### config.mk
export PLATFORM = sky130hd
export DESIGN_NAME = prefixed_hex_line_decoder_unit
export DESIGN_NICKNAME = d
export VERILOG_FILES = /design/src/design/phld_pkg.sv /design/src/design/phld_in_stage.sv /design/src/design/phld_decode.sv /design/src/design/prefixed_hex_line_decoder_unit.sv
export SDC_FILE = /design/constraint.sdc
export NUM_CORES = 1
export LEC_CHECK = 0
export BUFFER_PORTS_ARGS = -buffer_cell sky130_fd_sc_hd__buf_2
export CAP_MARGIN = 20
export CORE_AREA = 2 2 81 83
export CTS_BUF_LIST = sky130_fd_sc_hd__clkbuf_2 sky130_fd_sc_hd__clkbuf_4 sky130_fd_sc_hd__clkbuf_8
export DETAILED_ROUTE_END_ITERATION = 7
export DIE_AREA = 0 0 83 85
export GPL_TIMING_DRIVEN = 0
export HOLD_SLACK_MARGIN = 0.02
export PLACE_DENSITY = 0.64
export SLEW_MARGIN = 20
export SYNTH_ARGS = -nofsm -noshare
export SYNTH_HDL_FRONTEND = slang
export SYNTH_SLANG_ARGS = --single-unit
### constraint.sdc
create_clock -name i_clk -period 5.3 [get_ports i_clk]
set_input_delay 0.53 -clock i_clk [delete_from_list [all_inputs] [get_ports i_clk]]
set_output_delay 0.53 -clock i_clk [all_outputs]
set_load 0.02 [all_outputs]
### src/design/phld_pkg.sv
// Shared types, constants and helper functions for the prefixed hex line decoder.
`default_nettype none

package phld_pkg;

    // Line capacity, limited so that the byte count fits in its field.
    localparam int MAX_BYTES   = 1280;
    localparam int COUNT_LIMIT = 2047;
    localparam int CAPACITY    = (MAX_BYTES > COUNT_LIMIT) ? COUNT_LIMIT : MAX_BYTES;

    localparam int COUNT_W   = 11;
    localparam int TAG_LEN   = 8;
    localparam int TAG_POS_W = 4;

    localparam logic [COUNT_W-1:0]   CAPACITY_C = COUNT_W'(CAPACITY);
    localparam logic [TAG_POS_W-1:0] TAG_LEN_C  = TAG_POS_W'(TAG_LEN);

    // Kind of a result beat.
    localparam logic KIND_DATA   = 1'b0;
    localparam logic KIND_STATUS = 1'b1;

    // Line status codes.
    typedef enum logic [2:0] {
        ST_OK          = 3'd0,
        ST_TAG_MISSING = 3'd1,
        ST_ODD_DIGITS  = 3'd2,
        ST_BAD_DIGIT   = 3'd3,
        ST_OVERFLOW    = 3'd4
    } t_status;

    // One input beat as held in the input register.
    typedef struct packed {
        logic [7:0] char_code;
        logic       line_end;
    } t_char_beat;

    // Expected tag character at a given tag position.
    function automatic logic [7:0] tag_char(input logic [2:0] idx);
        logic [7:0] c;
        case (idx)
            3'd0:    c = 8'h43; // C
            3'd1:    c = 8'h4F; // O
            3'd2:    c = 8'h41; // A
            3'd3:    c = 8'h50; // P
            3'd4:    c = 8'h48; // H
            3'd5:    c = 8'h45; // E
            3'd6:    c = 8'h58; // X
            default: c = 8'h3A; // colon
        endcase
        return c;
    endfunction

    // Hex digit value; the top bit flags a character that is not a hex digit.
    function automatic logic [4:0] hex_value(input logic [7:0] c);
        logic [4:0] v;
        if (c >= 8'h30 && c <= 8'h39) begin
            v = {1'b0, 4'(c - 8'h30)};
        end else if (c >= 8'h61 && c <= 8'h66) begin
            v = {1'b0, 4'(c - 8'h57)};
        end else if (c >= 8'h41 && c <= 8'h46) begin
            v = {1'b0, 4'(c - 8'h37)};
        end else begin
            v = 5'h10;
        end
        return v;
    endfunction

endpackage

`default_nettype wire

### src/design/phld_in_stage.sv
// Input register stage of the prefixed hex line decoder.
`default_nettype none

module phld_in_stage
    import phld_pkg::*;
(
    input  wire logic       i_clk,
    input  wire logic       i_rst_n,
    input  wire logic       i_in_valid,
    input  wire logic [7:0] i_char_code,
    input  wire logic       i_line_end,
    output logic            o_in_ready,
    input  wire logic       i_advance,
    output logic            o_beat_valid,
    output t_char_beat      o_beat
);

    logic       r_valid;
    logic       n_valid;
    t_char_beat r_beat;

    // The register can take a beat when empty or when its beat moves on.
    assign o_in_ready = !r_valid || i_advance;

    always_comb begin
        n_valid = r_valid;
        if (i_in_valid && o_in_ready) begin
            n_valid = 1'b1;
        end else if (i_advance) begin
            n_valid = 1'b0;
        end
    end

    // Valid flag.
    always_ff @(posedge i_clk) begin
        if (!i_rst_n) begin
            r_valid <= 1'b0;
        end else begin
            r_valid <= n_valid;
        end
    end

    // Payload capture.
    always_ff @(posedge i_clk) begin
        if (i_in_valid && o_in_ready) begin
            r_beat.char_code <= i_char_code;
            r_beat.line_end  <= i_line_end;
        end
    end

    assign o_beat_valid = r_valid;
    assign o_beat       = r_beat;

endmodule

`default_nettype wire

### src/design/phld_decode.sv
// Line state, hex pair decode and result register of the prefixed hex line decoder.
`default_nettype none

module phld_decode
    import phld_pkg::*;
(
    input  wire logic       i_clk,
    input  wire logic       i_rst_n,
    input  wire logic       i_beat_valid,
    input  wire t_char_beat i_beat,
    output logic            o_advance,
    output logic            o_out_valid,
    input  wire logic       i_out_ready,
    output logic            o_kind,
    output logic [7:0]      o_data_byte,
    output logic [2:0]      o_status,
    output logic [COUNT_W-1:0] o_byte_count
);

    // Line state.
    logic [TAG_POS_W-1:0] r_tag_pos,   n_tag_pos;
    logic                 r_mismatch,  n_mismatch;
    logic [3:0]           r_held,      n_held;
    logic                 r_pending,   n_pending;
    logic                 r_dig_err,   n_dig_err;
    logic                 r_cap_ex,    n_cap_ex;
    logic [COUNT_W-1:0]   r_count,     n_count;

    // Result register.
    logic                 r_out_valid, n_out_valid;
    logic                 r_kind,      n_kind;
    logic [7:0]           r_data,      n_data;
    t_status              r_status,    n_status;
    logic [COUNT_W-1:0]   r_bcount,    n_bcount;

    logic                 emit;
    logic [4:0]           hv;

    // A beat moves on whenever the result register is free or being emptied.
    assign o_advance = i_beat_valid && (!r_out_valid || i_out_ready);
    assign hv        = hex_value(i_beat.char_code);

    // Next line state and result.
    always_comb begin
        n_tag_pos  = r_tag_pos;
        n_mismatch = r_mismatch;
        n_held     = r_held;
        n_pending  = r_pending;
        n_dig_err  = r_dig_err;
        n_cap_ex   = r_cap_ex;
        n_count    = r_count;
        emit       = 1'b0;
        n_kind     = KIND_DATA;
        n_data     = 8'h00;
        n_status   = ST_OK;
        n_bcount   = '0;

        if (o_advance) begin
            if (i_beat.line_end) begin
                // Judge the line, then clear it.
                emit     = 1'b1;
                n_kind   = KIND_STATUS;
                n_bcount = r_count;
                if (r_tag_pos < TAG_LEN_C || r_mismatch) begin
                    n_status = ST_TAG_MISSING;
                end else if (r_pending) begin
                    n_status = ST_ODD_DIGITS;
                end else if (r_dig_err) begin
                    n_status = ST_BAD_DIGIT;
                end else if (r_cap_ex) begin
                    n_status = ST_OVERFLOW;
                end else begin
                    n_status = ST_OK;
                end
                n_tag_pos  = '0;
                n_mismatch = 1'b0;
                n_held     = 4'h0;
                n_pending  = 1'b0;
                n_dig_err  = 1'b0;
                n_cap_ex   = 1'b0;
                n_count    = '0;
            end else if (r_tag_pos < TAG_LEN_C) begin
                // Tag comparison.
                if (i_beat.char_code != tag_char(r_tag_pos[2:0])) begin
                    n_mismatch = 1'b1;
                end
                n_tag_pos = r_tag_pos + 1'b1;
            end else if (!r_mismatch) begin
                // Payload digits: parity always toggles.
                n_pending = !r_pending;
                if (!r_dig_err) begin
                    if (hv[4]) begin
                        n_dig_err = 1'b1;
                    end else if (!r_pending) begin
                        n_held = hv[3:0];
                    end else if (r_cap_ex || r_count >= CAPACITY_C) begin
                        n_cap_ex = 1'b1;
                    end else begin
                        n_count = r_count + 1'b1;
                        emit    = 1'b1;
                        n_data  = {r_held, hv[3:0]};
                    end
                end
            end
        end

        if (emit) begin
            n_out_valid = 1'b1;
        end else if (i_out_ready) begin
            n_out_valid = 1'b0;
        end else begin
            n_out_valid = r_out_valid;
        end
    end

    // Control state.
    always_ff @(posedge i_clk) begin
        if (!i_rst_n) begin
            r_tag_pos   <= '0;
            r_mismatch  <= 1'b0;
            r_held      <= 4'h0;
            r_pending   <= 1'b0;
            r_dig_err   <= 1'b0;
            r_cap_ex    <= 1'b0;
            r_count     <= '0;
            r_out_valid <= 1'b0;
        end else begin
            r_tag_pos   <= n_tag_pos;
            r_mismatch  <= n_mismatch;
            r_held      <= n_held;
            r_pending   <= n_pending;
            r_dig_err   <= n_dig_err;
            r_cap_ex    <= n_cap_ex;
            r_count     <= n_count;
            r_out_valid <= n_out_valid;
        end
    end

    // Result payload, loaded only when a new beat is produced.
    always_ff @(posedge i_clk) begin
        if (emit) begin
            r_kind   <= n_kind;
            r_data   <= n_data;
            r_status <= n_status;
            r_bcount <= n_bcount;
        end
    end

    assign o_out_valid  = r_out_valid;
    assign o_kind       = r_kind;
    assign o_data_byte  = r_data;
    assign o_status     = r_status;
    assign o_byte_count = r_bcount;

`ifndef SYNTHESIS
    // The tag position stops at the tag length.
    a_tag_pos_range: assert property (@(posedge i_clk) disable iff (!i_rst_n)
        r_tag_pos <= TAG_LEN_C)
        else $error("tag position beyond tag length");

    // The byte count never passes the line capacity.
    a_count_cap: assert property (@(posedge i_clk) disable iff (!i_rst_n)
        r_count <= CAPACITY_C)
        else $error("byte count beyond capacity");

    // A line end clears the line state on the next cycle.
    a_line_clear: assert property (@(posedge i_clk) disable iff (!i_rst_n)
        (o_advance && i_beat.line_end) |=>
            (r_tag_pos == '0 && r_count == '0 && !r_pending && !r_mismatch))
        else $error("line state not cleared after line end");

    // A data beat is only produced after a complete, matching tag.
    a_data_after_tag: assert property (@(posedge i_clk) disable iff (!i_rst_n)
        (emit && n_kind == KIND_DATA) |-> (r_tag_pos == TAG_LEN_C && !r_mismatch))
        else $error("data beat without a valid tag");
`endif

endmodule

`default_nettype wire

### src/design/prefixed_hex_line_decoder_unit.sv
// Top level of the prefixed hex line decoder.
//
// Input channel: one beat per character (i_char_code) or an end-of-line marker
// (i_line_end = 1), accepted when i_in_valid and o_in_ready are both high.
// A line must open with the tag "COAPHEX:"; after it each pair of hex digits
// yields one data beat (o_kind = 0, o_data_byte). The end-of-line marker yields
// a status beat (o_kind = 1, o_status, o_byte_count) that judges the line;
// data beats of a line whose status is not ok are to be dropped by the receiver.
// Output channel: a beat is taken when o_out_valid and i_out_ready are both high.
// An accepted beat is held in the input register, then decoded; a result beat
// that it yields loads into the result register, from which it is offered.
// Throughput: one input beat per cycle unless the receiver stalls a result beat.
// When the receiver stalls, the result register holds and the input register
// fills; o_in_ready then falls until the result is taken.
// Reset (i_rst_n low at a clock edge) empties both registers and clears the
// line state, so the next character starts a new line.
`default_nettype none

module prefixed_hex_line_decoder_unit
    import phld_pkg::*;
(
    input  wire logic               i_clk,
    input  wire logic               i_rst_n,
    input  wire logic               i_in_valid,
    output logic                    o_in_ready,
    input  wire logic [7:0]         i_char_code,
    input  wire logic               i_line_end,
    output logic                    o_out_valid,
    input  wire logic               i_out_ready,
    output logic                    o_kind,
    output logic [7:0]              o_data_byte,
    output logic [2:0]              o_status,
    output logic [COUNT_W-1:0]      o_byte_count
);

    logic       beat_valid;
    logic       advance;
    t_char_beat beat;

    // Input register.
    phld_in_stage u_in_stage (
        .i_clk        (i_clk),
        .i_rst_n      (i_rst_n),
        .i_in_valid   (i_in_valid),
        .i_char_code  (i_char_code),
        .i_line_end   (i_line_end),
        .o_in_ready   (o_in_ready),
        .i_advance    (advance),
        .o_beat_valid (beat_valid),
        .o_beat       (beat)
    );

    // Decode and result register.
    phld_decode u_decode (
        .i_clk        (i_clk),
        .i_rst_n      (i_rst_n),
        .i_beat_valid (beat_valid),
        .i_beat       (beat),
        .o_advance    (advance),
        .o_out_valid  (o_out_valid),
        .i_out_ready  (i_out_ready),
        .o_kind       (o_kind),
        .o_data_byte  (o_data_byte),
        .o_status     (o_status),
        .o_byte_count (o_byte_count)
    );

endmodule

`default_nettype wire
* Yosys cells after proc, flatten, opt, wreduce, memory -nomap -nowiden
Index checks and enable logic that the tools add are counted.
** Word-level totals
- Word-level logic and storage cells :: 132
- Output and inout bits :: 25
- Bits in registers :: 57
** Operators by class
- Bitwise logic cells :: 3
- $add $sub $neg :: 5
- Eq/ne operators :: 13
- Reductions and logical operators :: 29
- Magnitude comparators :: 8
- Muxes and demuxes :: 57
** Operators with widths (number)
- $mux W11 :: 7
- $pmux W7 S7 :: 1
- $mux W1 :: 32
- $mux W4 :: 8
- $mux W8 :: 3
- $ge A8 B7 Y1 const B :: 2
- $le A8 B7 Y1 const B :: 2
- $mux W5 :: 3
- $reduce_and A7 Y1 :: 2
- $ne A2 B2 Y1 const B :: 6
- $reduce_bool A2 Y1 :: 6
- $add A11 B1 Y11 const B :: 1
- $ge A11 B11 Y1 const B :: 1
- $eq A3 B3 Y1 const B :: 3
- $ge A8 B6 Y1 const B :: 1
- $le A8 B6 Y1 const B :: 1
- $ne A8 B8 Y1 :: 1
- $reduce_or A8 Y1 :: 1
- $sub A4 B3 Y4 const B :: 2
- $eq A3 B2 Y1 const B :: 2
- $reduce_and A3 Y1 :: 2
- $reduce_and A6 Y1 :: 1
- $logic_and A1 B1 Y1 :: 5
- $reduce_or A5 Y1 :: 1
- 12 further kinds :: 21

* Longest topological paths before layout
- Depth after elaboration :: 12
- Depth in mapped cells :: 8
- Mapped depth without buffers :: 8

* Cells and area by module
A second synthesis with hierarchy kept.
** Second synthesis, totals
- Cell total of the unflattened synthesis :: 248
- Area total of the unflattened synthesis :: 2668.8 µm²
** Modules (own cells, without submodules)
- phld_decode :: area each 2341.0 µm², instances 1, cells each 234
- phld_in_stage :: area each 327.8 µm², instances 1, cells each 14

* Worst setup path before layout
OpenSTA, ideal clock, no wires.
- Path kind :: reg2reg
- Start point :: reg u_in_stage.r_beat (netlist bit u_in_stage.o_beat[1])
- End point :: reg u_decode.r_bcount[0] (netlist: u_decode.o_byte_count[0]), enable pin
- Stages on the path, launching flop included :: 8
- Required time :: 4922 ps
- Library setup time :: 378 ps
- Arrival time :: 2226 ps
- Period minus slack after synthesis :: 2604 ps
- Setup slack :: 2696 ps
- Path through :: edfxtp_1 -> inv_1 -> ha_1 -> o21bai_1 -> a2111oi_4 -> a22o_2 -> a21oi_1 -> inv_1
** On the way
- Longest elaborated chain between the ends :: 11
** RTL lines
- from (decl) :: line phld_in_stage.sv:20 : t_char_beat r_beat;
- $ge A8 B7 Y1 / $le A8 B7 Y1 (equally long branches) :: line phld_pkg.sv:60 : end else if (c >= 8'h41 && c <= 8'h46) begin
- $logic_and A1 B1 Y1 :: line phld_pkg.sv:60
- $mux W5 :: line phld_pkg.sv:60
- $mux W5 :: line phld_pkg.sv:58 : end else if (c >= 8'h61 && c <= 8'h66) begin
- $mux W5 (*) :: line phld_pkg.sv:56 : if (c >= 8'h30 && c <= 8'h39) begin
- $mux W1 (*) :: line phld_decode.sv:92 : if (hv[4]) begin
- $mux W1 (*) :: line phld_decode.sv:91 : if (!r_dig_err) begin
- $mux W1 (*) :: line phld_decode.sv:88 : end else if (!r_mismatch) begin
- $mux W1 (*) :: line phld_decode.sv:82 : end else if (r_tag_pos < TAG_LEN_C) begin
- $mux W1 (*) :: line phld_decode.sv:59 : if (i_beat.line_end) begin
- $mux W1 (*) :: line phld_decode.sv:58 : if (o_advance) begin
- net u_decode.emit :: line phld_decode.sv:36 : logic emit;
- to (signal assigned) :: line phld_decode.sv:145 : r_bcount <= n_bcount;
- to (decl) :: line phld_decode.sv:34 : logic [COUNT_W-1:0] r_bcount, n_bcount;
The timed path passes the listed nets; every way through them passes the cells marked *.
A chain may end at the register's enable or synchronous reset.

* Final worst setup path
- Start point :: reg u_in_stage.r_beat (netlist bit u_in_stage.o_beat[1])
- End point :: reg u_decode.r_data[5] (netlist: u_decode.o_data_byte[5]), enable pin
** On the way
- Longest elaborated chain between the ends :: 11
** RTL lines
- $ge A8 B7 Y1 / $le A8 B7 Y1 (equally long branches) :: line phld_pkg.sv:60
- $logic_and A1 B1 Y1 :: line phld_pkg.sv:60
- $mux W5 :: line phld_pkg.sv:60
- $mux W5 :: line phld_pkg.sv:58
- $mux W5 (*) :: line phld_pkg.sv:56
- $mux W1 (*) :: line phld_decode.sv:92
- $mux W1 (*) :: line phld_decode.sv:91
- $mux W1 (*) :: line phld_decode.sv:88
- $mux W1 (*) :: line phld_decode.sv:82
- $mux W1 (*) :: line phld_decode.sv:59
- $mux W1 (*) :: line phld_decode.sv:58
- net u_decode.emit :: line phld_decode.sv:36
- to (signal assigned) :: line phld_decode.sv:143 : r_data <= n_data;
- to (decl) :: line phld_decode.sv:32 : logic [7:0] r_data, n_data;
Marked as above.

==> qor.txt <==
register area share after synthesis: 53.8%
row count: 29
Reg2Reg Setup Slack: 2.20 ns
number of global-route vias before repair: 1825
CTS tree: built
clock-pin slew on the worst setup and hold paths: 0.06 ns
Slowest cell on crit path: inv_1
Post-CTS Hold Buffers: 0
Fill cells: 575
post_cts resized: 0
Setup CP Type: reg2reg
Initial Util: 43.8%
vias: 1919
Worst Tran Pin Value: 0.887 ns
area of the mapped netlist: 2720 um^2
M1 GR Usage: 18.7%
Detail Placement HPWL: 3570 um
post-synth top area share: 35.4%
largest net degree at the start of global routing: 24
first-pass GRT wire length: 8380 um
Hold WC Path Type: in2reg
Synth cell types: 49
crit-path cells: inv_1 > ha_1 > o21bai_1 > a2111oi_4 > a22o_2 > a21oi_1 > inv_1
largest cells by area after synthesis: edfxtp_1 35%, dfxtp_1 18%, ha_1 5.1%
fmax: 323 MHz
Max clock buf depth: 2
post-synth top area cell: edfxtp_1
Ys Warns: 0
commonest non-fill, non-tap cells in the layout: 37 x buf_2, 32 x edfxtp_1, 25 x dfxtp_1
Antenna Nets Post-Route: 0
most common flop cell mapped by yosys: edfxtp_1
CTS root buf: clkbuf_8
pins over their slew limit: 0
asr flop ratio synth: 0%
Die W: 83 um
number of vias per cell: 5.00
First-pass DRT Iterations: 4
DRT Wirelength: 4940 um
crit start category: flop
Peak VDD IR: 0.192 mV
Area Overhead vs Synth: 18.2%
CP Data Arrival Time: 3.06 ns
Placed Area: 3000 um^2
worst skew pair latency: 0.34 ns
Die Ht: 85 um
buffer count from post-CTS setup fixing: 0
global-route met3 utilization: 4.77%
Avg WL per Cell: 12.9 um
ratio of cells with drive above 1 in the final layout: 19.9%
Post-Syn Instances: 254
CTS Buf Count: 9
pwr dens: 305 nW/um^2
reg2reg path depth: 7
RSZ-0062 raised after global routing: false
Setup Skew: 0.00559 ns
Congestion Overflow GR: 0
Tmin final: 3.10 ns
maximum fanout along the worst path: 23
First DRT Iteration DRCs: 163
Slew headroom: 40.8%
final period utilization: 58.5%
drt drc: 0
slowest stage delay, CP: 0.68 ns
Inserted Diodes: 0
Lkg Pwr: 1.24 nW
leading cell type in the layout, fill and taps excluded: buf_2
Worst Setup SP: u_in_stage.o_beat[1]
clock sinks: 57
met2 Usage GRT: 24.1%
number of max-cap violations: 0
Final Hold Fails: 0
Setup TNS: 0 ns
Post-synth EDFFs: 32
initial antenna violation count: 0
crit end category: flop
IO Count: 38
H-Tree Level Count: 3
RR Startpoint: u_in_stage.o_beat[1]
NumNets Final: 326
final setup vio count: 0
Buffers on Ports: 37
Design Area, Final: 3210 um^2
DIE AREA: 7060 um^2
Data required, critical path: 5.26 ns
most used routing layer: met2
syn_nets: 278
number of synthesized register bits: 57
CP most frequent cell: inv_1
gr usage total: 15.3%
gpl congestion: 0.826
Syn Area/Cell: 10.7 um^2
Crit Reg-Reg Endpoint: u_decode.o_data_byte[5]
Worst setup endpoint: u_decode.o_data_byte[5]
status: finished, final reports clean
Placeable Area: 6200 um^2
[cells in the mapped netlist (2+ instances only)]
library cell,n
xnor2_1,8
nand2b_1,3
mux2i_1,4
and2_1,15
nor4_1,3
xor2_1,6
nand4_1,5
and3_1,7
nor2_1,23
nand3_1,6
nor3_1,7
ha_1,11
a21oi_1,13
clkbuf_1,7
o41ai_1,2
o21ai_0,5
nor2b_1,7
a31oi_1,4
nor2_2,2
a21boi_0,4
o211ai_1,2
inv_1,14
dfxtp_1,25
edfxtp_1,32
nand2_1,15
[kinds of logic (layout without fill, tap and decap cells)]
family / count (synthesis) / in the layout / synth area share [%]
AND/OR/NAND/NOR: 101 / 101 / 20.0
flip-flops: 57 / 57 / 53.8
AO/OA/AOI/OAI: 43 / 43 / 11.3
buffers and inverters: 23 / 76 / 3.45
XOR/XNOR: 14 / 14 / 4.51
adder cells (fa/ha/maj): 11 / 11 / 5.07
multiplexers: 5 / 5 / 1.89
[through the flow]
stage | cells | power [mW] | worst slack (ns) | util, % | hold slack, ns
after global routing | 384 | 1.02 | 1.98 | 51.8 | 0.349
final | 384 | 0.979 | 2.20 | 51.8 | 0.366
after global placement | 368 | 0.549 | 2.26 | 48.3 | 0.433
after floorplan | 254 | 0.532 | 2.70 | - | 0.426
after detailed placement | 368 | 0.551 | 2.15 | 48.3 | 0.440
after CTS | 384 | 0.991 | 2.13 | 51.8 | 0.349
[per-layer routing]
layer	share of wire [%]	wire, um
met2	47	2310
met4	1.9	95
met5	0	0
met3	5.6	276
met1	46	2260
[flip-flops by register name, indices dropped and copies added, names as in the netlist, 3 cells and up]
register / count
u_in_stage.o_beat: 9
u_decode.o_status: 3
u_decode.r_tag_pos: 4
u_decode.o_byte_count: 11
u_decode.r_count: 11
u_decode.o_data_byte: 8
u_decode.r_held: 4
[power breakdown]
group	leakage, nW	internal [mW]	switching [mW]
Combinational	0.613	0.0213	0.0367
Clock	0.111	0.267	0.171
Sequential	0.520	0.475	0.00743
Total	1.24	0.764	0.216
[worst min path at each step]
stage               slack [ns]                   end                start  cells past startpoint
finish                    0.37  u_in_stage.o_beat[1]       i_char_code[0]                      1
CTS                       0.35  u_in_stage.o_beat[0]           i_line_end                      1
global route              0.35  u_in_stage.o_beat[3]       i_char_code[2]                      1
floorplan                 0.43   u_decode.r_mismatch  u_decode.r_mismatch                      2
detailed placement        0.44   u_decode.r_mismatch  u_decode.r_mismatch                      2
global placement          0.43   u_decode.r_mismatch  u_decode.r_mismatch                      2
[area by class of cell]
type,count,area [um^2],area share [%]
buffer,9,41.3,1.29
clock buffer,10,131,4.09
clock inverter,6,82.6,2.57
inverter,14,52.6,1.64
multi-input combinational,174,1160,36.2
sequential,57,1460,45.5
tap,77,96.3,3.00
timing repair buffer,37,185,5.77
[critical path, delay by kind of cell (launching register included)]
family / cells / cell delay (ns)
DFF: 1 / 0.51
adders and majority gates: 1 / 0.20
AOI/OAI and AO/OA: 4 / 1.15
buffers and inverters: 2 / 0.84
Note: power is estimated with default switching activity, not from simulation.
